### src/design/twtlc_pkg.sv
`timescale 1ns / 1ps
// shared constants and helpers for the two-way traffic light controller
// no dependencies; imported by the channel interfaces and the core

package twtlc_pkg;

   // field widths
   localparam int unsigned SecondsWidth = 7;
   localparam int unsigned YellowWidth  = 5;
   localparam int unsigned CountWidth   = 8;
   localparam int unsigned DigitWidth   = 4;

   // configuration port
   localparam int unsigned CsrAddrWidth = 5;
   localparam int unsigned CsrDataWidth = 32;

   // register indexes (byte address / 4)
   localparam logic [2:0] RegWestGreen  = 3'd0;
   localparam logic [2:0] RegSouthGreen = 3'd1;
   localparam logic [2:0] RegYellow     = 3'd2;
   localparam logic [2:0] RegTickRate   = 3'd3;
   localparam logic [2:0] RegThreshold  = 3'd4;
   localparam logic [2:0] RegLockout    = 3'd5;

   // register reset values
   localparam logic [SecondsWidth-1:0] WestGreenReset  = 7'd20;
   localparam logic [SecondsWidth-1:0] SouthGreenReset = 7'd12;
   localparam logic [YellowWidth-1:0]  YellowReset     = 5'd3;
   localparam logic [CountWidth-1:0]   TickRateReset   = 8'd10;
   localparam logic [CountWidth-1:0]   ThresholdReset  = 8'd3;
   localparam logic [CountWidth-1:0]   LockoutReset    = 8'd20;

   localparam logic [SecondsWidth-1:0] DisplayMax = 7'd99;
   localparam logic [CountWidth-1:0]   CountMax   = 8'd255;

   typedef struct packed {
      logic [DigitWidth-1:0] tens;
      logic [DigitWidth-1:0] ones;
   } bcd_pair_type;

   // zero duration acts as one second
   function automatic logic [SecondsWidth-1:0] at_least_one(
      input logic [SecondsWidth-1:0] v);
      return (v == '0) ? SecondsWidth'(1) : v;
   endfunction

   // 0..99 to two bcd digits, tens by reciprocal multiply (x*103 >> 10)
   function automatic bcd_pair_type to_bcd(input logic [SecondsWidth-1:0] v);
      logic [13:0]             prod;
      logic [DigitWidth-1:0]   tens;
      logic [SecondsWidth-1:0] rem;
      bcd_pair_type            res;
      prod     = 14'(v) * 14'd103;
      tens     = prod[13:10];
      rem      = v - 7'(tens) * 7'd10;
      res.tens = tens;
      res.ones = rem[DigitWidth-1:0];
      return res;
   endfunction

endpackage

### src/design/twtlc_req_if.sv
`timescale 1ns / 1ps
// tick channel: valid/ready handshake carrying button level and mode event
// depends on twtlc_pkg

interface twtlc_req_if import twtlc_pkg::*; ();
   logic valid;
   logic ready;
   logic button_level;
   logic mode_event;

   modport source (output valid, output button_level, output mode_event, input ready);
   modport sink   (input valid, input button_level, input mode_event, output ready);
endinterface

### src/design/twtlc_rsp_if.sv
`timescale 1ns / 1ps
// result channel: valid/ready handshake carrying lamps, bcd displays and mode
// depends on twtlc_pkg for the digit width

interface twtlc_rsp_if import twtlc_pkg::*; ();
   logic                  valid;
   logic                  ready;
   logic                  south_lamp_red;
   logic                  south_lamp_yellow;
   logic                  south_lamp_green;
   logic                  west_lamp_red;
   logic                  west_lamp_yellow;
   logic                  west_lamp_green;
   logic [DigitWidth-1:0] south_tens;
   logic [DigitWidth-1:0] south_ones;
   logic [DigitWidth-1:0] west_tens;
   logic [DigitWidth-1:0] west_ones;
   logic                  manual_mode;

   modport source (
      output valid, output south_lamp_red, output south_lamp_yellow,
      output south_lamp_green, output west_lamp_red, output west_lamp_yellow,
      output west_lamp_green,
      output south_tens, output south_ones, output west_tens, output west_ones,
      output manual_mode, input ready
   );
   modport sink (
      input valid, input south_lamp_red, input south_lamp_yellow,
      input south_lamp_green, input west_lamp_red, input west_lamp_yellow,
      input west_lamp_green,
      input south_tens, input south_ones, input west_tens, input west_ones,
      input manual_mode, output ready
   );
endinterface

### src/design/two_way_traffic_light_controller_core.sv
`timescale 1ns / 1ps
// two-way traffic light controller core: tick register, per-tick logic, result register
// depends on twtlc_pkg, twtlc_req_if and twtlc_rsp_if
//
// channel   | direction | carries
// ----------+-----------+------------------------------------------------
// req_ch    | in        | one item per 100 ms tick: button_level, mode_event
// rsp_ch    | out       | one item per tick: six lamps, two bcd displays, mode
// apb       | in        | six configuration registers at byte address 4*i
//
// an item passes through the tick register and then the result register;
// one item per cycle sustained while the result side does not stall
// the controller state is updated as an item moves to the result register,
// so the next item sees it with no bubble
// reset (synchronous, active high) empties both stages, restores register
// defaults and starts auto mode at west green; no item is taken during reset
// a stalled result holds; the tick register keeps accepting while the result
// register is free or being drained

module two_way_traffic_light_controller_core
   import twtlc_pkg::*;
(
   input  logic                    clock,
   input  logic                    reset,
   twtlc_req_if.sink               req_ch,
   twtlc_rsp_if.source             rsp_ch,
   input  logic                    psel,
   input  logic                    penable,
   input  logic                    pwrite,
   input  logic [CsrAddrWidth-1:0] paddr,
   input  logic [CsrDataWidth-1:0] pwdata,
   output logic [CsrDataWidth-1:0] prdata,
   output logic                    pready
);

   // phase codes
   localparam logic [2:0] PhWestGreen   = 3'd0;
   localparam logic [2:0] PhWestYellow  = 3'd1;
   localparam logic [2:0] PhSouthGreen  = 3'd2;
   localparam logic [2:0] PhSouthYellow = 3'd3;
   localparam logic [2:0] PhManHold     = 3'd4;
   localparam logic [2:0] PhManYellow   = 3'd5;

   // ---------------------------------------------------------------
   // configuration registers
   // ---------------------------------------------------------------
   logic [SecondsWidth-1:0] west_green_ff;
   logic [SecondsWidth-1:0] south_green_ff;
   logic [YellowWidth-1:0]  yellow_ff;
   logic [CountWidth-1:0]   tick_rate_ff;
   logic [CountWidth-1:0]   threshold_ff;
   logic [CountWidth-1:0]   lockout_limit_ff;

   logic       csr_write;
   logic [2:0] csr_index;

   assign pready    = 1'b1;
   assign csr_write = psel && penable && pwrite;
   assign csr_index = paddr[CsrAddrWidth-1:2];

   always_ff @(posedge clock) begin
      if (reset) begin
         west_green_ff    <= WestGreenReset;
         south_green_ff   <= SouthGreenReset;
         yellow_ff        <= YellowReset;
         tick_rate_ff     <= TickRateReset;
         threshold_ff     <= ThresholdReset;
         lockout_limit_ff <= LockoutReset;
      end else if (csr_write) begin
         unique case (csr_index)
            RegWestGreen:  west_green_ff    <= pwdata[SecondsWidth-1:0];
            RegSouthGreen: south_green_ff   <= pwdata[SecondsWidth-1:0];
            RegYellow:     yellow_ff        <= pwdata[YellowWidth-1:0];
            RegTickRate:   tick_rate_ff     <= pwdata[CountWidth-1:0];
            RegThreshold:  threshold_ff     <= pwdata[CountWidth-1:0];
            RegLockout:    lockout_limit_ff <= pwdata[CountWidth-1:0];
            default: ;
         endcase
      end
   end

   // register readback
   always_comb begin
      prdata = '0;
      if (paddr[1:0] == 2'b00) begin
         unique case (csr_index)
            RegWestGreen:  prdata = CsrDataWidth'(west_green_ff);
            RegSouthGreen: prdata = CsrDataWidth'(south_green_ff);
            RegYellow:     prdata = CsrDataWidth'(yellow_ff);
            RegTickRate:   prdata = CsrDataWidth'(tick_rate_ff);
            RegThreshold:  prdata = CsrDataWidth'(threshold_ff);
            RegLockout:    prdata = CsrDataWidth'(lockout_limit_ff);
            default:       prdata = '0;
         endcase
      end
   end

   // ---------------------------------------------------------------
   // pipeline control: tick register -> result register
   // ---------------------------------------------------------------
   logic tick_valid_ff;
   logic tick_button_ff;
   logic tick_event_ff;
   logic rsp_valid_ff;
   logic advance;

   // the tick item moves on when the result register is empty or draining
   assign advance      = tick_valid_ff && (!rsp_valid_ff || rsp_ch.ready);
   assign req_ch.ready = !reset && (!tick_valid_ff || advance);

   always_ff @(posedge clock) begin
      if (reset) begin
         tick_valid_ff <= 1'b0;
      end else if (req_ch.ready) begin
         tick_valid_ff <= req_ch.valid;
      end
   end

   always_ff @(posedge clock) begin
      if (req_ch.valid && req_ch.ready) begin
         tick_button_ff <= req_ch.button_level;
         tick_event_ff  <= req_ch.mode_event;
      end
   end

   // ---------------------------------------------------------------
   // controller state
   // ---------------------------------------------------------------
   logic                    mode_ff,       mode_in;
   logic                    side_ff,       side_in;
   logic [2:0]              phase_ff,      phase_in;
   logic [SecondsWidth-1:0] seconds_ff,    seconds_in;
   logic [CountWidth-1:0]   tick_count_ff, tick_count_in;
   logic [CountWidth-1:0]   press_ff,      press_in;
   logic                    lock_ff,       lock_in;
   logic [CountWidth-1:0]   lock_count_ff, lock_count_in;

   // per-tick intermediates
   logic                    toggle;
   logic                    lock_mid;
   logic [SecondsWidth-1:0] yellow_secs;
   logic [SecondsWidth-1:0] west_secs;
   logic [SecondsWidth-1:0] south_secs;
   logic [CountWidth-1:0]   seconds_plus_y;
   logic [CountWidth-1:0]   sdisp_raw;
   logic [CountWidth-1:0]   wdisp_raw;
   logic [SecondsWidth-1:0] sdisp;
   logic [SecondsWidth-1:0] wdisp;
   logic [5:0]              lamps;    // sr sy sg wr wy wg
   logic [CountWidth-1:0]   press_step;
   logic                    pressed;
   logic [CountWidth:0]     lock_next;
   logic [CountWidth:0]     tick_inc;
   logic [SecondsWidth-1:0] seconds_dec;
   bcd_pair_type            south_bcd;
   bcd_pair_type            west_bcd;

   assign yellow_secs    = at_least_one(SecondsWidth'(yellow_ff));
   assign west_secs      = at_least_one(west_green_ff);
   assign south_secs     = at_least_one(south_green_ff);
   assign seconds_plus_y = CountWidth'(seconds_ff) + CountWidth'(yellow_secs);

   // mode event first: ignored while the lockout runs
   assign toggle   = tick_event_ff && !lock_ff;
   assign mode_in  = mode_ff ^ toggle;
   assign lock_mid = lock_ff || toggle;

   // lamps and raw displays from the phase at the start of the tick
   always_comb begin
      lamps     = '0;
      sdisp_raw = '0;
      wdisp_raw = '0;
      unique case (phase_ff)
         PhWestYellow: begin
            lamps     = 6'b100_010;
            sdisp_raw = CountWidth'(seconds_ff);
            wdisp_raw = CountWidth'(seconds_ff);
         end
         PhSouthGreen: begin
            lamps     = 6'b001_100;
            sdisp_raw = CountWidth'(seconds_ff);
            wdisp_raw = seconds_plus_y;
         end
         PhSouthYellow: begin
            lamps     = 6'b010_100;
            sdisp_raw = CountWidth'(seconds_ff);
            wdisp_raw = CountWidth'(seconds_ff);
         end
         PhManHold: begin
            // displays show zero while a road is held green
            lamps = side_ff ? 6'b001_100 : 6'b100_001;
         end
         PhManYellow: begin
            // only the yellow side counts down
            if (side_ff) begin
               lamps     = 6'b010_100;
               sdisp_raw = CountWidth'(seconds_ff);
            end else begin
               lamps     = 6'b100_010;
               wdisp_raw = CountWidth'(seconds_ff);
            end
         end
         default: begin
            // west green, and unused codes behave alike
            lamps     = 6'b100_001;
            wdisp_raw = CountWidth'(seconds_ff);
            sdisp_raw = seconds_plus_y;
         end
      endcase
   end

   // saturate displays to 0..99
   assign sdisp = (sdisp_raw > CountWidth'(DisplayMax)) ? DisplayMax
                                                        : sdisp_raw[SecondsWidth-1:0];
   assign wdisp = (wdisp_raw > CountWidth'(DisplayMax)) ? DisplayMax
                                                        : wdisp_raw[SecondsWidth-1:0];
   assign south_bcd = to_bcd(sdisp);
   assign west_bcd  = to_bcd(wdisp);

   // debounce: up while pressed (low), down while released, clear on threshold
   always_comb begin
      if (!tick_button_ff) begin
         press_step = (press_ff != CountMax) ? press_ff + 8'd1 : press_ff;
      end else begin
         press_step = (press_ff != '0) ? press_ff - 8'd1 : press_ff;
      end
      pressed  = press_step >= threshold_ff;
      press_in = pressed ? '0 : press_step;
   end

   // lockout counter already counts in the tick that starts it
   always_comb begin
      lock_next     = {1'b0, lock_count_ff} + 9'd1;
      lock_in       = lock_mid;
      lock_count_in = lock_count_ff;
      if (lock_mid) begin
         if (lock_next > {1'b0, lockout_limit_ff}) begin
            lock_count_in = '0;
            lock_in       = 1'b0;
         end else begin
            lock_count_in = lock_next[CountWidth-1:0];
         end
      end
   end

   // phase advance
   always_comb begin
      tick_inc      = {1'b0, tick_count_ff} + 9'd1;
      seconds_dec   = seconds_ff - 7'd1;
      phase_in      = phase_ff;
      seconds_in    = seconds_ff;
      tick_count_in = tick_count_ff;
      side_in       = side_ff;
      if (phase_ff == PhManHold) begin
         // a press wins over a return to auto
         if (pressed) begin
            phase_in      = PhManYellow;
            seconds_in    = yellow_secs;
            tick_count_in = '0;
         end else if (!mode_in) begin
            phase_in      = PhWestGreen;
            seconds_in    = west_secs;
            tick_count_in = '0;
         end
      end else if (phase_ff > PhManYellow) begin
         phase_in      = PhWestGreen;
         seconds_in    = west_secs;
         tick_count_in = '0;
      end else if (tick_inc >= {1'b0, tick_rate_ff}) begin
         // one whole second gone
         tick_count_in = '0;
         seconds_in    = seconds_dec;
         if (seconds_dec == '0) begin
            unique case (phase_ff)
               PhWestGreen: begin
                  phase_in   = PhWestYellow;
                  seconds_in = yellow_secs;
               end
               PhWestYellow: begin
                  phase_in   = PhSouthGreen;
                  seconds_in = south_secs;
               end
               PhSouthGreen: begin
                  phase_in   = PhSouthYellow;
                  seconds_in = yellow_secs;
               end
               PhManYellow: begin
                  side_in = ~side_ff;
                  if (mode_in) begin
                     phase_in = PhManHold;
                  end else begin
                     phase_in   = PhWestGreen;
                     seconds_in = west_secs;
                  end
               end
               default: begin
                  // end of south yellow: mode change seen here
                  if (mode_in) begin
                     phase_in = PhManHold;
                  end else begin
                     phase_in   = PhWestGreen;
                     seconds_in = west_secs;
                  end
               end
            endcase
         end
      end else begin
         tick_count_in = tick_inc[CountWidth-1:0];
      end
   end

   always_ff @(posedge clock) begin
      if (reset) begin
         mode_ff       <= 1'b0;
         side_ff       <= 1'b0;
         phase_ff      <= PhWestGreen;
         seconds_ff    <= WestGreenReset;
         tick_count_ff <= '0;
         press_ff      <= '0;
         lock_ff       <= 1'b0;
         lock_count_ff <= '0;
      end else if (advance) begin
         mode_ff       <= mode_in;
         side_ff       <= side_in;
         phase_ff      <= phase_in;
         seconds_ff    <= seconds_in;
         tick_count_ff <= tick_count_in;
         press_ff      <= press_in;
         lock_ff       <= lock_in;
         lock_count_ff <= lock_count_in;
      end
   end

   // ---------------------------------------------------------------
   // result register
   // ---------------------------------------------------------------
   logic [5:0]   lamps_ff;
   bcd_pair_type south_bcd_ff;
   bcd_pair_type west_bcd_ff;
   logic         manual_ff;

   always_ff @(posedge clock) begin
      if (reset) begin
         rsp_valid_ff <= 1'b0;
      end else if (advance) begin
         rsp_valid_ff <= 1'b1;
      end else if (rsp_ch.ready) begin
         rsp_valid_ff <= 1'b0;
      end
   end

   always_ff @(posedge clock) begin
      if (advance) begin
         lamps_ff     <= lamps;
         south_bcd_ff <= south_bcd;
         west_bcd_ff  <= west_bcd;
         manual_ff    <= mode_in;
      end
   end

   assign rsp_ch.valid             = rsp_valid_ff;
   assign rsp_ch.south_lamp_red    = lamps_ff[5];
   assign rsp_ch.south_lamp_yellow = lamps_ff[4];
   assign rsp_ch.south_lamp_green  = lamps_ff[3];
   assign rsp_ch.west_lamp_red     = lamps_ff[2];
   assign rsp_ch.west_lamp_yellow  = lamps_ff[1];
   assign rsp_ch.west_lamp_green   = lamps_ff[0];
   assign rsp_ch.south_tens        = south_bcd_ff.tens;
   assign rsp_ch.south_ones        = south_bcd_ff.ones;
   assign rsp_ch.west_tens         = west_bcd_ff.tens;
   assign rsp_ch.west_ones         = west_bcd_ff.ones;
   assign rsp_ch.manual_mode       = manual_ff;

endmodule

### src/flat_wrapper.sv
// flat-port wrapper written by rule: the top's interface ports become plain ports
module two_way_traffic_light_controller_core_flat import twtlc_pkg::*;
  (clock, reset, psel, penable, pwrite, paddr, pwdata, prdata, pready, req_ch_valid, req_ch_button_level, req_ch_mode_event, req_ch_ready, rsp_ch_valid, rsp_ch_south_lamp_red, rsp_ch_south_lamp_yellow, rsp_ch_south_lamp_green, rsp_ch_west_lamp_red, rsp_ch_west_lamp_yellow, rsp_ch_west_lamp_green, rsp_ch_south_tens, rsp_ch_south_ones, rsp_ch_west_tens, rsp_ch_west_ones, rsp_ch_manual_mode, rsp_ch_ready);
  twtlc_req_if req_ch_i ();
  twtlc_rsp_if rsp_ch_i ();
  input  logic clock;
  input  logic reset;
  input  logic psel;
  input  logic penable;
  input  logic pwrite;
  input  logic [CsrAddrWidth-1:0] paddr;
  input  logic [CsrDataWidth-1:0] pwdata;
  output logic [CsrDataWidth-1:0] prdata;
  output logic pready;
  input wire logic [$bits(req_ch_i.valid)-1:0] req_ch_valid;
  input wire logic [$bits(req_ch_i.button_level)-1:0] req_ch_button_level;
  input wire logic [$bits(req_ch_i.mode_event)-1:0] req_ch_mode_event;
  output wire logic [$bits(req_ch_i.ready)-1:0] req_ch_ready;
  output wire logic [$bits(rsp_ch_i.valid)-1:0] rsp_ch_valid;
  output wire logic [$bits(rsp_ch_i.south_lamp_red)-1:0] rsp_ch_south_lamp_red;
  output wire logic [$bits(rsp_ch_i.south_lamp_yellow)-1:0] rsp_ch_south_lamp_yellow;
  output wire logic [$bits(rsp_ch_i.south_lamp_green)-1:0] rsp_ch_south_lamp_green;
  output wire logic [$bits(rsp_ch_i.west_lamp_red)-1:0] rsp_ch_west_lamp_red;
  output wire logic [$bits(rsp_ch_i.west_lamp_yellow)-1:0] rsp_ch_west_lamp_yellow;
  output wire logic [$bits(rsp_ch_i.west_lamp_green)-1:0] rsp_ch_west_lamp_green;
  output wire logic [$bits(rsp_ch_i.south_tens)-1:0] rsp_ch_south_tens;
  output wire logic [$bits(rsp_ch_i.south_ones)-1:0] rsp_ch_south_ones;
  output wire logic [$bits(rsp_ch_i.west_tens)-1:0] rsp_ch_west_tens;
  output wire logic [$bits(rsp_ch_i.west_ones)-1:0] rsp_ch_west_ones;
  output wire logic [$bits(rsp_ch_i.manual_mode)-1:0] rsp_ch_manual_mode;
  input wire logic [$bits(rsp_ch_i.ready)-1:0] rsp_ch_ready;
  assign req_ch_i.valid = req_ch_valid;
  assign req_ch_i.button_level = req_ch_button_level;
  assign req_ch_i.mode_event = req_ch_mode_event;
  assign req_ch_ready = req_ch_i.ready;
  assign rsp_ch_valid = rsp_ch_i.valid;
  assign rsp_ch_south_lamp_red = rsp_ch_i.south_lamp_red;
  assign rsp_ch_south_lamp_yellow = rsp_ch_i.south_lamp_yellow;
  assign rsp_ch_south_lamp_green = rsp_ch_i.south_lamp_green;
  assign rsp_ch_west_lamp_red = rsp_ch_i.west_lamp_red;
  assign rsp_ch_west_lamp_yellow = rsp_ch_i.west_lamp_yellow;
  assign rsp_ch_west_lamp_green = rsp_ch_i.west_lamp_green;
  assign rsp_ch_south_tens = rsp_ch_i.south_tens;
  assign rsp_ch_south_ones = rsp_ch_i.south_ones;
  assign rsp_ch_west_tens = rsp_ch_i.west_tens;
  assign rsp_ch_west_ones = rsp_ch_i.west_ones;
  assign rsp_ch_manual_mode = rsp_ch_i.manual_mode;
  assign rsp_ch_i.ready = rsp_ch_ready;
  two_way_traffic_light_controller_core u_core (.clock(clock), .reset(reset), .req_ch(req_ch_i), .rsp_ch(rsp_ch_i), .psel(psel), .penable(penable), .pwrite(pwrite), .paddr(paddr), .pwdata(pwdata), .prdata(prdata), .pready(pready));
endmodule
### config.mk
export PLATFORM = sky130hd
export DESIGN_NAME = two_way_traffic_light_controller_core_flat
export DESIGN_NICKNAME = d
export VERILOG_FILES = /design/src/design/twtlc_pkg.sv /design/src/design/twtlc_req_if.sv /design/src/design/twtlc_rsp_if.sv /design/src/design/two_way_traffic_light_controller_core.sv /design/src/flat_wrapper.sv
export SDC_FILE = /design/constraint.sdc
export NUM_CORES = 1
export LEC_CHECK = 0
export BUFFER_PORTS_ARGS = -buffer_cell sky130_fd_sc_hd__clkbuf_2
export CAP_MARGIN = 15
export CORE_MARGIN = 2
export CORE_UTILIZATION = 40
export DETAILED_ROUTE_END_ITERATION = 16
export PLACE_DENSITY = 0.61
export SYNTH_ARGS = -nofsm -noshare
export SYNTH_HDL_FRONTEND = slang
export SYNTH_SLANG_ARGS = --single-unit
### constraint.sdc
create_clock -name clock -period 13.2 [get_ports clock]
set_input_delay 1.98 -clock clock [delete_from_list [all_inputs] [get_ports clock]]
set_output_delay 1.98 -clock clock [all_outputs]
set_load 0.05 [all_outputs]
==> reports/qor.log <==
[job] number of maximum-capacitance constraint violations 0
[layout] Finished Core Util 0.443
[pwr] relative contribution of sequential cells to total power 0.438
[synthesis] asr flop ratio synth 0
[pwr] P_sw 0.262 mW
[synthesis] number of synthesized flops with an enable pin 25
[sta] worst slew pin tran 1170 ps
[pwr] fraction of power spent switching nets 0.326
[sta] final count of pins violating max slew 0
[placement] instance area after placement 9080 sq um
[sta] Final Hold Vio Count 0
[critical_path] FF-to-FF Start u_core.yellow_ff[1]
[detailed_routing] Residual DRC 0
[clocking] clock-pin transition on the worst setup and hold timing paths 80 ps
[detailed_routing] remaining antenna violation count 0
[sta] summed negative setup slack over all endpoints 0 ps
[pwr] leak pwr 4.19 nW
[synthesis] number of synthesis warnings 0
[floorplan] number of rows in the core area 53
[floorplan] io pins 104
[floorplan] initial core utilization 0.410
[placement] port buffer count 54
[synthesis] cell count after synthesis 986
[sta] final setup violation count 0
[synthesis] biggest area consumer among synthesized cells dfxtp_1
[clocking] number of buffers inserted by post-CTS setup repair 0
[pwr] internal power consumption 0.542 mW
[floorplan] Std-Cell Core Area 21200 sq um
[synthesis] post-synthesis instance area 8680 sq um
[layout] Layout fillers 2077
[grt] maximum number of pins on one net before global-route repair 72
[run_status] status complete, no violations
[layout] antenna cells 0
[layout] area grow syn2layout 8.06%
[sta] Layout Skew 12.9 ps
[critical_path] Crit Reg-Reg Endpoint u_core.rsp_ch.south_ones[3]
[layout] fraction of layout instances using a drive strength above 1 0.0999
[detailed_routing] Detailed Routing Iterations Pass 1 4
[detailed_routing] final WL 20200 um
[clocking] CTS Hold Buffers Added 0
[clocking] post-cts repair resize count 0
[critical_path] nature of the critical path endpoint flip-flop
[critical_path] r2r worst-path depth 26
[grt] wire length of the first global-routing pass 33400 um
[grt] total overflow reported by the global router 0
[critical_path] critical path class reg2reg
[sta] Hold Worst Slack 498 ps
[clocking] library cell used as clock root buffer clkbuf_16
[synthesis] most used standard cells in the synthesized netlist ha_1, nor2_1, inv_1
[floorplan] area of the die 22900 sq um
[sta] Worst slew margin 0.213
[critical_path] required time at the endpoint of the critical path 13300 ps
[layout] total non-filler cell area in the finished layout 9380 sq um
[synthesis] post-synthesis cell type count 78
[synthesis] share of the yosys chip area belonging to registers 0.276
[pwr] Power Dens Cells 85.7 nW/um^2
[critical_path] launching element type of the critical path flip-flop
[synthesis] number of storage elements in the synthesis netlist 107
[placement] detailed placement HPWL 15400 um
[pwr] fraction of power consumed by combinational cells 0.222
[detailed_routing] WL/cell 15.6 um
[sta] highest attainable clock frequency 0.132 GHz
[synthesis] cell with the most instances after synthesis ha_1
[clocking] count of H-tree levels built during CTS 3
[clocking] cts bufs inserted 9
[synthesis] dominant synthesized flop cell dfxtp_1
[clocking] maximum count of clock buffers along a single path 2
[pwr] proportion of power drawn by the clock network 0.340
[detailed_routing] total vias in the final route 7042
[grt] initial antenna violation count 0
[sta] setup repair after global routing missed its margin false
[grt] number of global-route vias before repair 6571
[critical_path] arrival time at the worst endpoint 7680 ps
[pwr] maximum ir drop on the vdd rail 0.0583 mV
[synthesis] top cells by area in the synthesized netlist dfxtp_1, ha_1, edfxtp_1, mux2i_1, nor2_1
[grt] GRT Total Usage 0.183
[hold_path] start point of the worst min-delay path u_core.threshold_ff[6]
[placement] global placer's final weighted congestion 0.899
[hold_path] worst hold path endpoint u_core.threshold_ff[6]
[synthesis] Yosys top cell area share 0.189
[sta] crit path time final 7580 ps
[detailed_routing] vias per std cell 5.43
[clocking] Sinks on Clock Net 107
[clocking] CTS tree yes
[layout] Post-layout nets 1190
[hold_path] cell count of the worst hold path 2
[sta] final clock period utilization by the worst path 0.575
[hold_path] type of the worst min-delay path reg2reg
[clocking] Worst-Skew Late Latency 370 ps
[detailed_routing] starting DRC count in detailed routing 442
[floorplan] Die H 151 um
[critical_path] maximum fanout encountered on the critical timing path 8
[synthesis] average cell area after synthesis 8.80 sq um
[floorplan] die boundary width 151 um
[critical_path] minimum setup slack among reg-to-reg paths 5620 ps
==> placed cells by master, fill, tap and decap left out, types with 13 or more instances in the layout <==
cell type and n:
ha_1 109, fa_1 19, clkbuf_2 54, nand2_1 57
nor3_1 13, a21oi_1 55, edfxtp_1 25, a21o_1 13
dfxtp_1 82, nor2_1 104, mux2i_1 44, xor2_1 19
o21ai_0 31, a22oi_1 19, inv_1 83, xnor2_1 22
nand3_1 21, conb_1 25
==> routing by layer <==
layer | global-route usage | wire length, um
met2 | 0.303 | 9520
met4 | 0.0304 | 148
met1 | 0.256 | 9710
met5 | 0 | 0
met3 | 0.0301 | 844
==> worst max-delay path by stage <==
stage	cells past startpoint	to	slack, ps	startpoint
after floorplan	26	u_core.rsp_ch.south_ones[3]	6650	u_core.yellow_ff[1]
after global placement	26	u_core.rsp_ch.south_ones[3]	5670	u_core.yellow_ff[1]
after detailed placement	26	u_core.rsp_ch.south_ones[3]	5560	u_core.yellow_ff[1]
after CTS	26	u_core.rsp_ch.south_ones[3]	5530	u_core.yellow_ff[1]
after global routing	26	u_core.rsp_ch.south_ones[3]	5050	u_core.yellow_ff[1]
final	26	u_core.rsp_ch.south_ones[3]	5620	u_core.yellow_ff[1]
==> power groups by stage <==
stage	clock network (mW)	logic [mW]	registers, mW
after floorplan	0	0.133	0.369
after global placement	0	0.176	0.360
after detailed placement	0	0.178	0.360
after CTS	0.285	0.179	0.352
after global routing	0.295	0.201	0.354
final	0.274	0.178	0.352
==> state kept, by name, summed over array words and instances, names as in the netlist, 3 cells and up <==
register,count
u_core.lamps_ff,6
u_core.lock_count_ff,8
u_core.lockout_limit_ff,8
u_core.phase_ff,3
u_core.press_ff,8
u_core.rsp_ch.south_ones,4
u_core.rsp_ch.south_tens,4
u_core.rsp_ch.west_ones,4
u_core.rsp_ch.west_tens,4
u_core.seconds_ff,7
u_core.south_green_ff,7
u_core.threshold_ff,8
u_core.tick_count_ff,8
u_core.tick_rate_ff,8
u_core.west_green_ff,7
u_core.yellow_ff,5
==> final cells by class <==
class / instances / area (sq um) / area share
flip-flops and latches: 107 / 2390 / 0.255
well taps: 275 / 344 / 0.0367
clock buffers: 10 / 239 / 0.0255
clock inverters: 6 / 58.8 / 0.00627
repair buffers: 60 / 315 / 0.0336
inverters: 84 / 315 / 0.0336
multi-input cells: 754 / 5710 / 0.609
==> per-stage QoR <==
step	setup WS [ps]	cells	power (mW)
floorplan	6650	1009	0.502
global placement	5670	1280	0.535
CTS	5530	1296	0.816
detailed placement	5560	1280	0.538
finish	5620	1296	0.804
global route	5050	1296	0.850
==> worst max-delay path, cell delays in order (launching register included) <==
cell	delay, ps
dfxtp_1	420
o41ai_1	670
ha_1	330
a211oi_1	110
o21bai_1	200
a21oi_1	170
o211ai_1	680
and3_1	280
a31o_2	160
nor2_1	130
ha_1	330
inv_1	60
fa_1	490
inv_1	60
fa_1	480
ha_1	310
ha_1	290
and3_1	210
a221oi_1	380
o21ai_0	180
xnor2_1	350
ha_1	220
inv_1	50
fa_1	370
xnor2_1	190
xnor2_1	150
xnor2_1	80
==> cells by family after synthesis <==
group                      count (synthesis)  synth area share
adders and majority gates                128             0.201
muxes                                     50            0.0637
xor gates and xnor gates                  41            0.0414
buffers and inverters                    148            0.0760
and+or+nand+nor                          287             0.162
DFF                                      107             0.276
AOI/OAI and AO/OA                        223             0.179
other                                      2          0.000865
Note: power is estimated with default switching activity, not from simulation.
